File: config.mk
export PLATFORM = sky130hd
export DESIGN_NAME = traffic_light_controller_unit
export DESIGN_NICKNAME = d
export VERILOG_FILES = /design/src/hdl/tlc_pkg.sv /design/src/hdl/traffic_light_controller_unit.sv /design/src/hdl/tlc_cfg.sv /design/src/hdl/tlc_disp.sv
export VERILOG_INCLUDE_DIRS = /design/src /design/src/hdl
export SDC_FILE = /design/constraint.sdc
export NUM_CORES = 1
export LEC_CHECK = 0
export ABC_AREA = 1
export ABC_CLOCK_PERIOD_IN_PS = 13300
export BUFFER_PORTS_ARGS = -buffer_cell sky130_fd_sc_hd__buf_2
export CORE_MARGIN = 10
export CORE_UTILIZATION = 55
export CTS_CLUSTER_SIZE = 40
export DETAILED_ROUTE_END_ITERATION = 10
export PLACE_DENSITY = 0.8
export SYNTH_ARGS = -nofsm -noshare
export SYNTH_HDL_FRONTEND = slang
export SYNTH_SLANG_ARGS = --single-unit
export TNS_END_PERCENT = 20
File: constraint.sdc
create_clock -name clk -period 13.3 [get_ports clk]
set_input_delay 0.665 -clock clk [delete_from_list [all_inputs] [get_ports clk]]
set_output_delay 0.665 -clock clk [all_outputs]
set_load 0.005 [all_outputs]
File: src/hdl/traffic_light_controller_unit_macros.svh
// Assertion macros for the traffic light controller unit.
// Included by the RTL files that carry concurrent checks; no dependencies.
`ifndef TRAFFIC_LIGHT_CONTROLLER_UNIT_MACROS_SVH
`define TRAFFIC_LIGHT_CONTROLLER_UNIT_MACROS_SVH

`ifndef SYNTHESIS
`define TLC_ASSERT_IMP(name, clk_s, rst_s, ante, cons) \
  name: assert property (@(posedge clk_s) disable iff (rst_s) (ante) |-> (cons)) \
    else $error("tlc check failed: same-cycle implication");
`define TLC_ASSERT_NXT(name, clk_s, rst_s, ante, cons) \
  name: assert property (@(posedge clk_s) disable iff (rst_s) (ante) |=> (cons)) \
    else $error("tlc check failed: next-cycle implication");
`else
`define TLC_ASSERT_IMP(name, clk_s, rst_s, ante, cons)
`define TLC_ASSERT_NXT(name, clk_s, rst_s, ante, cons)
`endif

`endif

File: src/hdl/tlc_pkg.sv
// Shared types, constants and helpers for the traffic light controller.
// No dependencies; used by tlc_cfg, tlc_disp, traffic_light_controller_unit and the bench.
`timescale 1ns / 1ps

package tlc_pkg;

  localparam int LEN_W = 7;
  localparam int CNT_W = 8;
  localparam int TMR_W = 10;
  localparam int PT_W  = 17;
  localparam int MNUM_W = 3;
  localparam int LAMP_W = 6;
  localparam int SEG_W = 7;
  localparam int DATA_W = 32;
  localparam int ADDR_W = 3;

  localparam logic [LEN_W-1:0] MAX_TIME    = 7'd99;
  localparam logic [LEN_W-1:0] RED_RESET   = 7'd5;
  localparam logic [LEN_W-1:0] AMBER_RESET = 7'd2;
  localparam logic [LEN_W-1:0] GREEN_RESET = 7'd3;
  localparam logic [TMR_W-1:0] TPS_RESET   = 10'd100;
  localparam logic [TMR_W-1:0] BHT_RESET   = 10'd50;
  localparam logic [PT_W-1:0]  GREEN_PROD_RESET = PT_W'(GREEN_RESET * TPS_RESET);
  localparam logic [PT_W-1:0]  AMBER_PROD_RESET = PT_W'(AMBER_RESET * TPS_RESET);

  localparam logic REG_TPS = 1'b0;
  localparam logic REG_BHT = 1'b1;

  localparam logic [MNUM_W-1:0] MODE_NUM_NORMAL = 3'd1;
  localparam logic [MNUM_W-1:0] MODE_NUM_RED    = 3'd2;
  localparam logic [MNUM_W-1:0] MODE_NUM_AMBER  = 3'd3;
  localparam logic [MNUM_W-1:0] MODE_NUM_GREEN  = 3'd4;

  localparam logic [LAMP_W-1:0] LAMPS_OFF  = 6'h00;
  localparam logic [LAMP_W-1:0] LAMPS_R1G2 = 6'h21;
  localparam logic [LAMP_W-1:0] LAMPS_R1A2 = 6'h11;
  localparam logic [LAMP_W-1:0] LAMPS_G1R2 = 6'h0C;
  localparam logic [LAMP_W-1:0] LAMPS_A1R2 = 6'h0A;
  localparam logic [LAMP_W-1:0] LAMPS_REDS = 6'h09;
  localparam logic [LAMP_W-1:0] LAMPS_AMBS = 6'h12;
  localparam logic [LAMP_W-1:0] LAMPS_GRNS = 6'h24;

  typedef enum logic [3:0] {
    MODE_NORMAL = 4'b0001,
    MODE_RED    = 4'b0010,
    MODE_AMBER  = 4'b0100,
    MODE_GREEN  = 4'b1000
  } mode_t;

  typedef enum logic [3:0] {
    PH_R1G2 = 4'b0001,
    PH_R1A2 = 4'b0010,
    PH_G1R2 = 4'b0100,
    PH_A1R2 = 4'b1000
  } phase_t;

  typedef struct packed {
    logic [TMR_W-1:0] tps;
    logic [TMR_W-1:0] bht;
    logic [TMR_W-1:0] tps_next;
  } cfg_t;

  function automatic logic [MNUM_W-1:0] mode_num(input mode_t m);
    logic [MNUM_W-1:0] n;
    unique case (m)
      MODE_NORMAL: n = MODE_NUM_NORMAL;
      MODE_RED:    n = MODE_NUM_RED;
      MODE_AMBER:  n = MODE_NUM_AMBER;
      MODE_GREEN:  n = MODE_NUM_GREEN;
      default:     n = MODE_NUM_NORMAL;
    endcase
    return n;
  endfunction

  function automatic mode_t mode_succ(input mode_t m);
    mode_t n;
    unique case (m)
      MODE_NORMAL: n = MODE_RED;
      MODE_RED:    n = MODE_AMBER;
      MODE_AMBER:  n = MODE_GREEN;
      default:     n = MODE_NORMAL;
    endcase
    return n;
  endfunction

  function automatic logic [LAMP_W-1:0] phase_lamps(input phase_t p);
    logic [LAMP_W-1:0] l;
    unique case (p)
      PH_R1G2: l = LAMPS_R1G2;
      PH_R1A2: l = LAMPS_R1A2;
      PH_G1R2: l = LAMPS_G1R2;
      PH_A1R2: l = LAMPS_A1R2;
      default: l = LAMPS_R1G2;
    endcase
    return l;
  endfunction

  function automatic logic [LAMP_W-1:0] edit_lamps(input mode_t m);
    logic [LAMP_W-1:0] l;
    unique case (m)
      MODE_RED:   l = LAMPS_REDS;
      MODE_AMBER: l = LAMPS_AMBS;
      MODE_GREEN: l = LAMPS_GRNS;
      default:    l = LAMPS_OFF;
    endcase
    return l;
  endfunction

endpackage

File: src/hdl/traffic_light_controller_unit.sv
// Top level of the two-way traffic light controller: tick handshake, state update,
// result register. Depends on tlc_pkg, tlc_cfg, tlc_disp and the macros header.
//
//   channel  signals                                   direction  width
//   tick     tick_valid/tick_ready, *_press           in         1 each
//   result   res_valid/res_ready, lamp_pattern, seg_*  out        6, 7 x4, 3
//   config   psel/penable/pwrite/paddr/pwdata/prdata   in/out     32-bit data
//
// A tick beat per cycle unless res_ready stalls; its result is valid the next cycle.
// The whole tick update (buttons, init, timers, phase step) is one combinational pass
// from the state registers; phase products are held in registers tracking lengths.
// A tick beat is taken whenever the result register is empty or being drained.
// rst is synchronous and loads the power-on timings; no clearing pass.
`timescale 1ns / 1ps
`include "traffic_light_controller_unit_macros.svh"

module traffic_light_controller_unit (
  input  logic                          clk,
  input  logic                          rst,
  input  logic                          psel,
  input  logic                          penable,
  input  logic                          pwrite,
  input  logic [tlc_pkg::ADDR_W-1:0]    paddr,
  input  logic [tlc_pkg::DATA_W-1:0]    pwdata,
  output logic [tlc_pkg::DATA_W-1:0]    prdata,
  output logic                          pready,
  input  logic                          tick_valid,
  output logic                          tick_ready,
  input  logic                          mode_press,
  input  logic                          raise_press,
  input  logic                          save_press,
  output logic                          res_valid,
  input  logic                          res_ready,
  output logic [tlc_pkg::LAMP_W-1:0]    lamp_pattern,
  output logic [tlc_pkg::SEG_W-1:0]     seg_left_tens,
  output logic [tlc_pkg::SEG_W-1:0]     seg_left_ones,
  output logic [tlc_pkg::SEG_W-1:0]     seg_right_tens,
  output logic [tlc_pkg::SEG_W-1:0]     seg_right_ones,
  output logic [tlc_pkg::MNUM_W-1:0]    mode_now
);
  import tlc_pkg::*;

  cfg_t cfg;

  mode_t            mode, mode_next;
  phase_t           phase, phase_next;
  logic [LEN_W-1:0] red_len, red_len_next;
  logic [LEN_W-1:0] amber_len, amber_len_next;
  logic [LEN_W-1:0] green_len, green_len_next;
  logic [LEN_W-1:0] edit_red, edit_red_next;
  logic [LEN_W-1:0] edit_amber, edit_amber_next;
  logic [LEN_W-1:0] edit_green, edit_green_next;
  logic [CNT_W-1:0] left_count, left_count_next;
  logic [CNT_W-1:0] right_count, right_count_next;
  logic [PT_W-1:0]  phase_timer, phase_timer_next;
  logic [TMR_W-1:0] second_timer, second_timer_next;
  logic [TMR_W-1:0] blink_timer, blink_timer_next;
  logic             blink_on, blink_on_next;
  logic [PT_W-1:0]  green_prod, amber_prod;

  logic             accept;
  logic             init;
  logic [CNT_W-1:0] ga_sum;
  logic [LAMP_W-1:0] lamp_next;
  logic [CNT_W-1:0] left_val, right_val;
  logic [SEG_W-1:0] lt_next, lo_next, rt_next, ro_next;
  logic [LEN_W-1:0] green_len_d, amber_len_d;

  tlc_cfg u_cfg (
    .clk     (clk),
    .rst     (rst),
    .psel    (psel),
    .penable (penable),
    .pwrite  (pwrite),
    .paddr   (paddr),
    .pwdata  (pwdata),
    .prdata  (prdata),
    .pready  (pready),
    .cfg     (cfg)
  );

  assign tick_ready = !res_valid || res_ready;
  assign accept     = tick_valid && tick_ready;
  assign ga_sum     = {1'b0, green_len} + {1'b0, amber_len};

  always_comb begin
    mode_next         = mode;
    phase_next        = phase;
    red_len_next      = red_len;
    amber_len_next    = amber_len;
    green_len_next    = green_len;
    edit_red_next     = edit_red;
    edit_amber_next   = edit_amber;
    edit_green_next   = edit_green;
    left_count_next   = left_count;
    right_count_next  = right_count;
    phase_timer_next  = phase_timer;
    second_timer_next = second_timer;
    blink_timer_next  = blink_timer;
    blink_on_next     = blink_on;
    init              = 1'b0;
    lamp_next         = LAMPS_OFF;
    left_val          = left_count;
    right_val         = right_count;

    if (mode_press) begin
      if (mode == MODE_GREEN) begin
        mode_next = MODE_NORMAL;
        init      = 1'b1;
      end else begin
        mode_next        = mode_succ(mode);
        edit_red_next    = red_len;
        edit_amber_next  = amber_len;
        edit_green_next  = green_len;
        blink_timer_next = cfg.bht;
        blink_on_next    = 1'b0;
      end
    end

    if (!init) begin
      if (raise_press) begin
        case (mode_next)
          MODE_RED:   if (edit_red_next < MAX_TIME) edit_red_next = edit_red_next + 7'd1;
          MODE_AMBER: if (edit_amber_next < MAX_TIME) edit_amber_next = edit_amber_next + 7'd1;
          MODE_GREEN: if (edit_green_next < MAX_TIME) edit_green_next = edit_green_next + 7'd1;
          default: ;
        endcase
      end
      if (save_press) begin
        case (mode_next)
          MODE_RED:   red_len_next   = edit_red_next;
          MODE_AMBER: amber_len_next = edit_amber_next;
          MODE_GREEN: green_len_next = edit_green_next;
          default: ;
        endcase
      end
    end

    if (mode_next == MODE_NORMAL && ga_sum != {1'b0, red_len}) init = 1'b1;

    if (init) begin
      edit_red_next     = red_len;
      edit_amber_next   = amber_len;
      edit_green_next   = green_len;
      phase_next        = PH_R1G2;
      left_count_next   = ga_sum;
      right_count_next  = {1'b0, green_len};
      phase_timer_next  = green_prod;
      second_timer_next = cfg.tps;
      blink_timer_next  = cfg.bht;
      blink_on_next     = 1'b0;
    end

    if (mode_next == MODE_NORMAL) begin
      if (second_timer_next != '0) second_timer_next = second_timer_next - 10'd1;
      if (second_timer_next == '0) begin
        second_timer_next = cfg.tps;
        if (left_count_next > 8'd1) left_count_next = left_count_next - 8'd1;
        if (right_count_next > 8'd1) right_count_next = right_count_next - 8'd1;
      end
      if (phase_timer_next != '0) phase_timer_next = phase_timer_next - 17'd1;
      if (phase_timer_next == '0) begin
        unique case (phase_next)
          PH_R1G2: begin
            left_count_next  = {1'b0, amber_len};
            right_count_next = {1'b0, amber_len};
            phase_timer_next = amber_prod;
            phase_next       = PH_R1A2;
          end
          PH_R1A2: begin
            left_count_next  = {1'b0, green_len};
            right_count_next = ga_sum;
            phase_timer_next = green_prod;
            phase_next       = PH_G1R2;
          end
          PH_G1R2: begin
            left_count_next  = {1'b0, amber_len};
            right_count_next = {1'b0, amber_len};
            phase_timer_next = amber_prod;
            phase_next       = PH_A1R2;
          end
          default: begin
            left_count_next  = ga_sum;
            right_count_next = {1'b0, green_len};
            phase_timer_next = green_prod;
            phase_next       = PH_R1G2;
          end
        endcase
      end
      lamp_next = phase_lamps(phase_next);
      left_val  = left_count_next;
      right_val = right_count_next;
    end else begin
      if (blink_timer_next != '0) blink_timer_next = blink_timer_next - 10'd1;
      if (blink_timer_next == '0) begin
        blink_timer_next = cfg.bht;
        blink_on_next    = !blink_on_next;
      end
      lamp_next = blink_on_next ? edit_lamps(mode_next) : LAMPS_OFF;
      case (mode_next)
        MODE_RED:   left_val = {1'b0, edit_red_next};
        MODE_AMBER: left_val = {1'b0, edit_amber_next};
        default:    left_val = {1'b0, edit_green_next};
      endcase
      right_val = CNT_W'(mode_num(mode_next));
    end
  end

  tlc_disp u_disp (
    .left_val   (left_val),
    .right_val  (right_val),
    .left_tens  (lt_next),
    .left_ones  (lo_next),
    .right_tens (rt_next),
    .right_ones (ro_next)
  );

  // phase products follow the lengths and rate as they will be after this edge
  assign green_len_d = accept ? green_len_next : green_len;
  assign amber_len_d = accept ? amber_len_next : amber_len;

  always_ff @(posedge clk) begin
    if (rst) begin
      green_prod <= GREEN_PROD_RESET;
      amber_prod <= AMBER_PROD_RESET;
    end else begin
      green_prod <= PT_W'(green_len_d) * PT_W'(cfg.tps_next);
      amber_prod <= PT_W'(amber_len_d) * PT_W'(cfg.tps_next);
    end
  end

  always_ff @(posedge clk) begin
    if (rst) begin
      mode         <= MODE_NORMAL;
      phase        <= PH_R1G2;
      red_len      <= RED_RESET;
      amber_len    <= AMBER_RESET;
      green_len    <= GREEN_RESET;
      edit_red     <= RED_RESET;
      edit_amber   <= AMBER_RESET;
      edit_green   <= GREEN_RESET;
      left_count   <= {1'b0, GREEN_RESET} + {1'b0, AMBER_RESET};
      right_count  <= {1'b0, GREEN_RESET};
      phase_timer  <= GREEN_PROD_RESET;
      second_timer <= TPS_RESET;
      blink_timer  <= BHT_RESET;
      blink_on     <= 1'b0;
    end else if (accept) begin
      mode         <= mode_next;
      phase        <= phase_next;
      red_len      <= red_len_next;
      amber_len    <= amber_len_next;
      green_len    <= green_len_next;
      edit_red     <= edit_red_next;
      edit_amber   <= edit_amber_next;
      edit_green   <= edit_green_next;
      left_count   <= left_count_next;
      right_count  <= right_count_next;
      phase_timer  <= phase_timer_next;
      second_timer <= second_timer_next;
      blink_timer  <= blink_timer_next;
      blink_on     <= blink_on_next;
    end
  end

  always_ff @(posedge clk) begin
    if (rst) begin
      res_valid <= 1'b0;
    end else if (accept) begin
      res_valid <= 1'b1;
    end else if (res_ready) begin
      res_valid <= 1'b0;
    end
  end

  always_ff @(posedge clk) begin
    if (accept) begin
      lamp_pattern   <= lamp_next;
      seg_left_tens  <= lt_next;
      seg_left_ones  <= lo_next;
      seg_right_tens <= rt_next;
      seg_right_ones <= ro_next;
      mode_now       <= mode_num(mode_next);
    end
  end

  `TLC_ASSERT_NXT(a_accept_fills, clk, rst, tick_valid && tick_ready, res_valid)
  `TLC_ASSERT_IMP(a_counts_nonzero, clk, rst, 1'b1, left_count != '0 && right_count != '0)
  `TLC_ASSERT_IMP(a_len_bound, clk, rst, 1'b1, red_len <= MAX_TIME && amber_len <= MAX_TIME && green_len <= MAX_TIME)
  `TLC_ASSERT_IMP(a_normal_lamps, clk, rst, res_valid && mode_now == MODE_NUM_NORMAL, $countones(lamp_pattern) == 2)

endmodule

File: src/hdl/tlc_cfg.sv
// APB-style register block: ticks_per_second and blink_half_ticks.
// Depends on tlc_pkg.
`timescale 1ns / 1ps

module tlc_cfg (
  input  logic                        clk,
  input  logic                        rst,
  input  logic                        psel,
  input  logic                        penable,
  input  logic                        pwrite,
  input  logic [tlc_pkg::ADDR_W-1:0]  paddr,
  input  logic [tlc_pkg::DATA_W-1:0]  pwdata,
  output logic [tlc_pkg::DATA_W-1:0]  prdata,
  output logic                        pready,
  output tlc_pkg::cfg_t               cfg
);
  import tlc_pkg::*;

  logic [TMR_W-1:0] tps;
  logic [TMR_W-1:0] bht;
  logic             wr;
  logic             idx;
  logic [TMR_W-1:0] tps_next;
  logic [TMR_W-1:0] bht_next;

  assign pready = 1'b1;
  assign idx    = paddr[2];
  assign wr     = psel && penable && pwrite && pready;

  always_comb begin
    tps_next = tps;
    bht_next = bht;
    if (wr) begin
      unique case (idx)
        REG_TPS: tps_next = pwdata[TMR_W-1:0];
        REG_BHT: bht_next = pwdata[TMR_W-1:0];
        default: ;
      endcase
    end
  end

  always_ff @(posedge clk) begin
    if (rst) begin
      tps <= TPS_RESET;
      bht <= BHT_RESET;
    end else begin
      tps <= tps_next;
      bht <= bht_next;
    end
  end

  always_comb begin
    unique case (idx)
      REG_TPS: prdata = {{(DATA_W-TMR_W){1'b0}}, tps};
      REG_BHT: prdata = {{(DATA_W-TMR_W){1'b0}}, bht};
      default: prdata = '0;
    endcase
  end

  assign cfg.tps      = tps;
  assign cfg.bht      = bht;
  assign cfg.tps_next = tps_next;

endmodule

File: src/hdl/tlc_disp.sv
// Display encoder: clamps two values to 99 and maps each digit to a segment code.
// Depends on tlc_pkg.
`timescale 1ns / 1ps

module tlc_disp (
  input  logic [tlc_pkg::CNT_W-1:0] left_val,
  input  logic [tlc_pkg::CNT_W-1:0] right_val,
  output logic [tlc_pkg::SEG_W-1:0] left_tens,
  output logic [tlc_pkg::SEG_W-1:0] left_ones,
  output logic [tlc_pkg::SEG_W-1:0] right_tens,
  output logic [tlc_pkg::SEG_W-1:0] right_ones
);
  import tlc_pkg::*;

  function automatic logic [SEG_W-1:0] seg_code(input logic [3:0] d);
    logic [SEG_W-1:0] s;
    case (d)
      4'd0:    s = 7'h3F;
      4'd1:    s = 7'h06;
      4'd2:    s = 7'h5B;
      4'd3:    s = 7'h4F;
      4'd4:    s = 7'h66;
      4'd5:    s = 7'h6D;
      4'd6:    s = 7'h7D;
      4'd7:    s = 7'h07;
      4'd8:    s = 7'h7F;
      4'd9:    s = 7'h6F;
      default: s = 7'h00;
    endcase
    return s;
  endfunction

  // tens = v*205 >> 11 is exact for v up to 99
  function automatic logic [2*SEG_W-1:0] encode(input logic [CNT_W-1:0] v);
    logic [LEN_W-1:0] c;
    logic [14:0]      prod;
    logic [3:0]       tens;
    logic [LEN_W-1:0] ones;
    c    = (v > {1'b0, MAX_TIME}) ? MAX_TIME : v[LEN_W-1:0];
    prod = 15'(c) * 15'd205;
    tens = prod[14:11];
    ones = c - LEN_W'(tens) * LEN_W'(10);
    return {seg_code(tens), seg_code(ones[3:0])};
  endfunction

  assign {left_tens, left_ones}   = encode(left_val);
  assign {right_tens, right_ones} = encode(right_val);

endmodule

# After elaboration in Yosys (flattened, before gate mapping)
# Memories as Yosys holds them, arrays and structs flattened. A register that Yosys moved wholly into a read port is not among the register bits.
# Cells that the tools add are included.
# word_totals
n_memories,4
mem_bits_ro,448
reg_bits,168
output_inout_bits,72
# op_classes
n_eq_ne,15
n_reduce_logical,17
addsub,11
multipliers,6
n_bitwise,2
n_lt_le_gt_ge,7
n_mux,91
# memory_table
name,depth,width,read_ports,rd_ports_with_merged_regs,write_ports,line,source
(no name shown),16,7,1,1,0,tlc_disp.sv:17,case (d)
(no name shown),16,7,1,1,0,tlc_disp.sv:17,
(no name shown),16,7,1,1,0,tlc_disp.sv:17,
(no name shown),16,7,1,1,0,tlc_disp.sv:17,
# op_table
cell,n
7-bit two-way mux,31
10-bit two-way mux,14
17-bit two-way mux,6
8-bit two-way mux,12
32-bit case mux with 2 select lines,1
6-bit case mux with 3 select lines,2
7-bit by 10-bit multiplier with 17-bit output,2
8-bit case mux with 2 select lines,2
7-bit by 8-bit multiplier with 15-bit output (second input constant),2
4-bit two-way mux,6
4-bit case mux with 3 select lines,2
7-bit by 1-bit adder with 7-bit output (second input constant),3
7-bit < comparator (second input constant),3
10-bit zero test,2
10-bit nonzero test,2
10-bit by 1-bit subtractor with 10-bit output (second input constant),2
17-bit zero test,1
17-bit nonzero test,1
17-bit by 1-bit subtractor with 17-bit output (second input constant),1
4-bit by 2-bit equality test with 1-bit output (second input constant),4
4-bit by 3-bit equality test with 1-bit output (second input constant),4
8-bit by 1-bit > comparator with 1-bit output (second input constant),2
8-bit by 7-bit > comparator with 1-bit output (second input constant),2
8-bit by 1-bit subtractor with 8-bit output (second input constant),2
18 further kinds,40

# Depth between registers and ports, before layout
# depth
ltp_word,20
mapped_depth,64

# Cells and area by module
# Synthesis repeated with hierarchy kept, for this count alone.
# hier_totals
hier_cells,3086
hier_area_um2,20275.7
# by_module_without_submodules
mod,area_each_um2,seq_area_each_um2,instances,cells_each
traffic_light_controller_unit,15937.8,3893.7,1,2426
tlc_disp,3113.0,0.0,1,463
tlc_cfg,1224.9,400.4,1,197

# Least setup slack after synthesis
# OpenSTA, ideal clock, no wires.
# synth_path
kind,reg-to-reg
from,register green_len[0]
to,"register seg_left_ones[5] in the netlist's numbering, data pin"
path_buffers,3
setup_slack_ps,4642
stages_incl_launch_ff,57
arrival_time_ps,8403
t_required_ps,13046
setup_time_ps,254
path_cell_list,dfxtp_1 ha_1 fa_1 nand2_1 nand2_1 nand2_1 nand2_1 nor2_1 nand3_1 nor3_1 nand2_1 nand2_2 buf_6 buf_6 nand3b_1 nand2_1 ha_1 nand2_1 [... 21 more ...] ha_1 fa_1 ha_1 nand2_1 nor2_1 inv_1 nor2_1 a2111oi_0 o21ai_0 nand2_1 nand2_1 fa_1 xnor2_2 nand3_1 nand2_1 nand2_1 nand3_2 nand2_1
# synth_between
elab_chain_len,17
# synth_lines
item,line,source
from (decl),traffic_light_controller_unit.sv:49,"logic [LEN_W-1:0] green_len, green_len_next;"
from (signal assigned),traffic_light_controller_unit.sv:253,green_len <= green_len_next;
"parallel branches: the longest is 11 deep, another holds 17-bit by 1-bit subtractor with 17-bit output",--,
8-bit two-way mux *,traffic_light_controller_unit.sv:154,if (mode_next == MODE_NORMAL) begin
8-bit by 7-bit > comparator with 1-bit output,tlc_disp.sv:39,"c = (v > {1'b0, MAX_TIME}) ? MAX_TIME : v[LEN_W-1:0];"
7-bit two-way mux *,tlc_disp.sv:39,
7-bit by 8-bit multiplier with 15-bit output,tlc_disp.sv:40,prod = 15'(c) * 15'd205;
4-bit by 3-bit multiplier with 3-bit output,tlc_disp.sv:42,ones = c - LEN_W'(tens) * LEN_W'(10);
4-bit subtractor *,tlc_disp.sv:42,
to (decl),traffic_light_controller_unit.sv:36,"output logic [tlc_pkg::SEG_W-1:0] seg_left_ones,"
# Every way passes the cells marked *. The select of a mux whose other input is x is not followed.
# A chain may end at the register's enable or synchronous reset.

# Final worst setup path
# Same ends and word-level chain as after synthesis.

==> out/metrics.yaml <==
sta:
  fin_ws_ps: 1920
  timing.hold.ws_ps: 437
  fin_crit_sh_pct: 85.6
  clock.fmax_mhz: 87.9
  skew_ps: 16.0
  setup_violations: 0
  worstMarginPinSlew_ps: 1190
  timing.slew.headroom_pct: 20.9
  drv_slew: 0
  hold_viol: 0
  timing.final.crit_period_ps: 11380
  grt_setup_unrepaired: "false"
  fin_setup_tns_ps: 0
clock_network:
  hold_buffers: 0
  clock_path_buffers: 2
  clkLatencyLatePin_ps: 470
  htree_num_levels: 4
  cts_buffers: 17
  cts.sinks: 196
  post_cts_buffers: 0
  clockRootBuffer: "clkbuf_16"
  cts_tree: "yes"
  cts_resized: 0
  clk_pin_slew_ps: 90
synthesis:
  synth_compound_area_share_pct: 14.9
  synth_mux_area_share_pct: 0.101
  synth-xor-area-share_pct: 1.98
  synth_top_family_by_area: "simple AND/OR/NAND/NOR gates"
  synth_commonest_cells: "nand2_1 (747), inv_1 (435), nor2_1 (272)"
  yosys.area_share.simple_pct: 28.6
  ys_seq_area_share_pct: 21.7
  synth.largest_area_cell: "dfxtp_1"
  ys_types: 66
  synth.most_common_cell: "nand2_1"
  yosys_warnings: 0
  synth-edff-count: 37
  synth_seq_cells: 196
  avgSynthCellArea_um2: 6.77
  synth_top_area_share_pct: 16.1
  synth_cells: 2929
  synthAdderAreaFrac_pct: 21.0
  synth.area.top_cells: "dfxtp_1 (16%), nand2_1 (14%), ha_1 (11%), fa_1 (9.8%), inv_1 (8.2%)"
  synth-main-ff-cell: "dfxtp_1"
  async_flop_share_pct: 0
  synth_area_mm2: 0.0198
setup_path:
  worst_setup_path_start_kind: "register"
  arrival_ps: 11590
  crit_required_ps: 13510
  crit_path_top_delay_cell: "fa_1"
  path_delay_family: "simple AND/OR/NAND/NOR gates"
  cp_common_cell: "nand2_1"
  critPathMaxFanout: 34
  endpoint_kind: "register"
  critPathKind: "reg2reg"
  r2r_slack_ps: 1920
  worst-path-buf-inv: 7
  cp_slowest_stage_delay_ps: 630
finish:
  antenna_cells: 0
  nets: 3268
  register_area_mm2: 0.00429
  synthToLayoutAreaGrowth_pct: 6.37
  fillCellCount: 3281
  multi_input_area_mm2: 0.0133
  layout-drive-gt1-share_pct: 8.04
placement:
  dp_hpwl_mm: 44.8
  port_buffers: 69
  gp_congestion: 0.976
  post-place-ws_ps: 2190
drt:
  vias: 19524
  drt_iter0_drc: 1879
  antenna_left: 0
  viasPerCell: 5.71
  drc_errors: 0
  totalWireLength_mm: 58.4
  dr.pass1.iters: 7
  wire_per_inst_um: 17.1
global_route:
  track_usage_pct: 26.1
  grt_max_degree: 89
  grt_pass1_vias: 19057
  antenna_found_initial: 0
  grt_pass1_wl_mm: 95.0
  overflow: 0
power:
  p_leak_nw: 10.8
  p_per_area_mw_per_mm2: 124
  vdd_ir_drop_max_mv: 0.197
floorplanning:
  io_pins: 117
  die-width_um: 210
  fp.dieH_um: 210
  die_area_mm2: 0.0440
  core-area_mm2: 0.0356
  rows: 69
  start_util_pct: 55.8
run:
  max_cap_viol_count: 0
hold_path:
  hold_class: "in2reg"
run_status:
  status: "complete, no violations"
[cell type report]
type | count | share of cell area [%]
clock buffer | 18 | 2.14
timing repair buffer | 100 | 2.75
sequential | 196 | 20.4
multi-input combinational | 2183 | 63.0
inverter | 450 | 8.03
tap | 461 | 2.73
clock inverter | 14 | 0.949
[flip-flops by register name, summed over array words and instances, names as in the netlist, 8 cells and up]
name and cells:
u_cfg.tps 10, u_cfg.bht 10, right_count 8, phase_timer 17, blink_timer 10, left_count 8
second_timer 10, green_prod 17, amber_prod 17
[stage by stage]
stage	utilization [%]	instance area [um^2]	power [W]	instances
after floorplan	-	19900	0.00172	2950
after global placement	57.5	20400	0.00197	3390
after detailed placement	57.5	20400	0.00204	3390
after CTS	59.3	21100	0.00262	3422
after global routing	59.3	21100	0.00284	3422
final	59.3	21100	0.00262	3422
[worst register-to-register path: cells and delay by family (launching register included)]
| family | cells | cell delay (ps) |
|---|---|---|
| xor gates and xnor gates | 1 | 240 |
| buffers and inverters | 7 | 1070 |
| adders and majority gates | 8 | 3290 |
| AOI/OAI and AO/OA | 3 | 1100 |
| and+or+nand+nor | 35 | 5020 |
| DFF | 1 | 420 |
[layer usage]
metal | track usage (%) | part of all wire, %
met1 | 30.9 | 40
met2 | 44.6 | 47
met3 | 4.11 | 7.8
met4 | 13.6 | 4.9
met5 | 0 | 0
[report_power, final]
group / internal (W) / switching [W]
registers: 0.000715 / 0.0000266
logic: 0.000458 / 0.000839
clock network: 0.000287 / 0.000290
[logic make-up after synthesis]
logic type	count (synthesis)
AND/OR/NAND/NOR	1313
AO/OA/AOI/OAI	529
flip-flops	196
multiplexers	2
other	2
XOR/XNOR	41
buffers and inverters	571
adder cells (fa/ha/maj)	275
[final timing paths]
| kind | from | endpoint | depth (start not counted) |
|---|---|---|---|
| worst max-delay path | green_len[0]$_SDFF_PP1_ | seg_left_ones[5]$_DFFE_PP_ | 54 |
| worst min-delay path | pwdata[0] | u_cfg.bht[0]$_SDFFE_PP0P_ | 3 |
| worst max register to register | green_len[0]$_SDFF_PP1_ | seg_left_ones[5]$_DFFE_PP_ | 54 |
| worst min register to register | blink_timer[9]$_SDFFE_PP0P_ | blink_timer[9]$_SDFFE_PP0P_ | 2 |
[layout by cell type (no fill, tap or decap), types with 5 or more instances in the layout]
| cell | netlist | final |
|---|---|---|
| buf_2 | 5 | 68 |
| a31oi_1 | 13 | 13 |
| nand4_1 | 32 | 32 |
| nand2_4 | 5 | 5 |
| conb_1 | 2 | 23 |
| nand3b_1 | 20 | 20 |
| nand3_2 | 14 | 14 |
| nand3_1 | 122 | 122 |
| fa_1 | 97 | 97 |
| o311ai_0 | 9 | 9 |
| a21oi_1 | 136 | 136 |
| edfxtp_1 | 37 | 37 |
| clkinv_8 | 0 | 5 |
| o21ai_1 | 33 | 33 |
| xor2_1 | 28 | 28 |
| o21ai_0 | 249 | 249 |
| o221ai_1 | 5 | 5 |
| a211oi_1 | 6 | 6 |
| dfxtp_1 | 159 | 159 |
| xnor2_1 | 10 | 10 |
| nor2_1 | 272 | 272 |
| or2_2 | 14 | 14 |
| ha_1 | 178 | 178 |
| nor2_2 | 12 | 12 |
| nand2_2 | 24 | 25 |
| clkbuf_16 | 0 | 18 |
| buf_4 | 25 | 32 |
| nor3_1 | 27 | 27 |
| o21bai_1 | 6 | 6 |
| nand2_1 | 747 | 746 |
| nor2_4 | 7 | 7 |
| inv_2 | 11 | 12 |
| o211ai_1 | 41 | 41 |
| inv_1 | 435 | 434 |
Note: power is estimated with default switching activity, not from simulation.
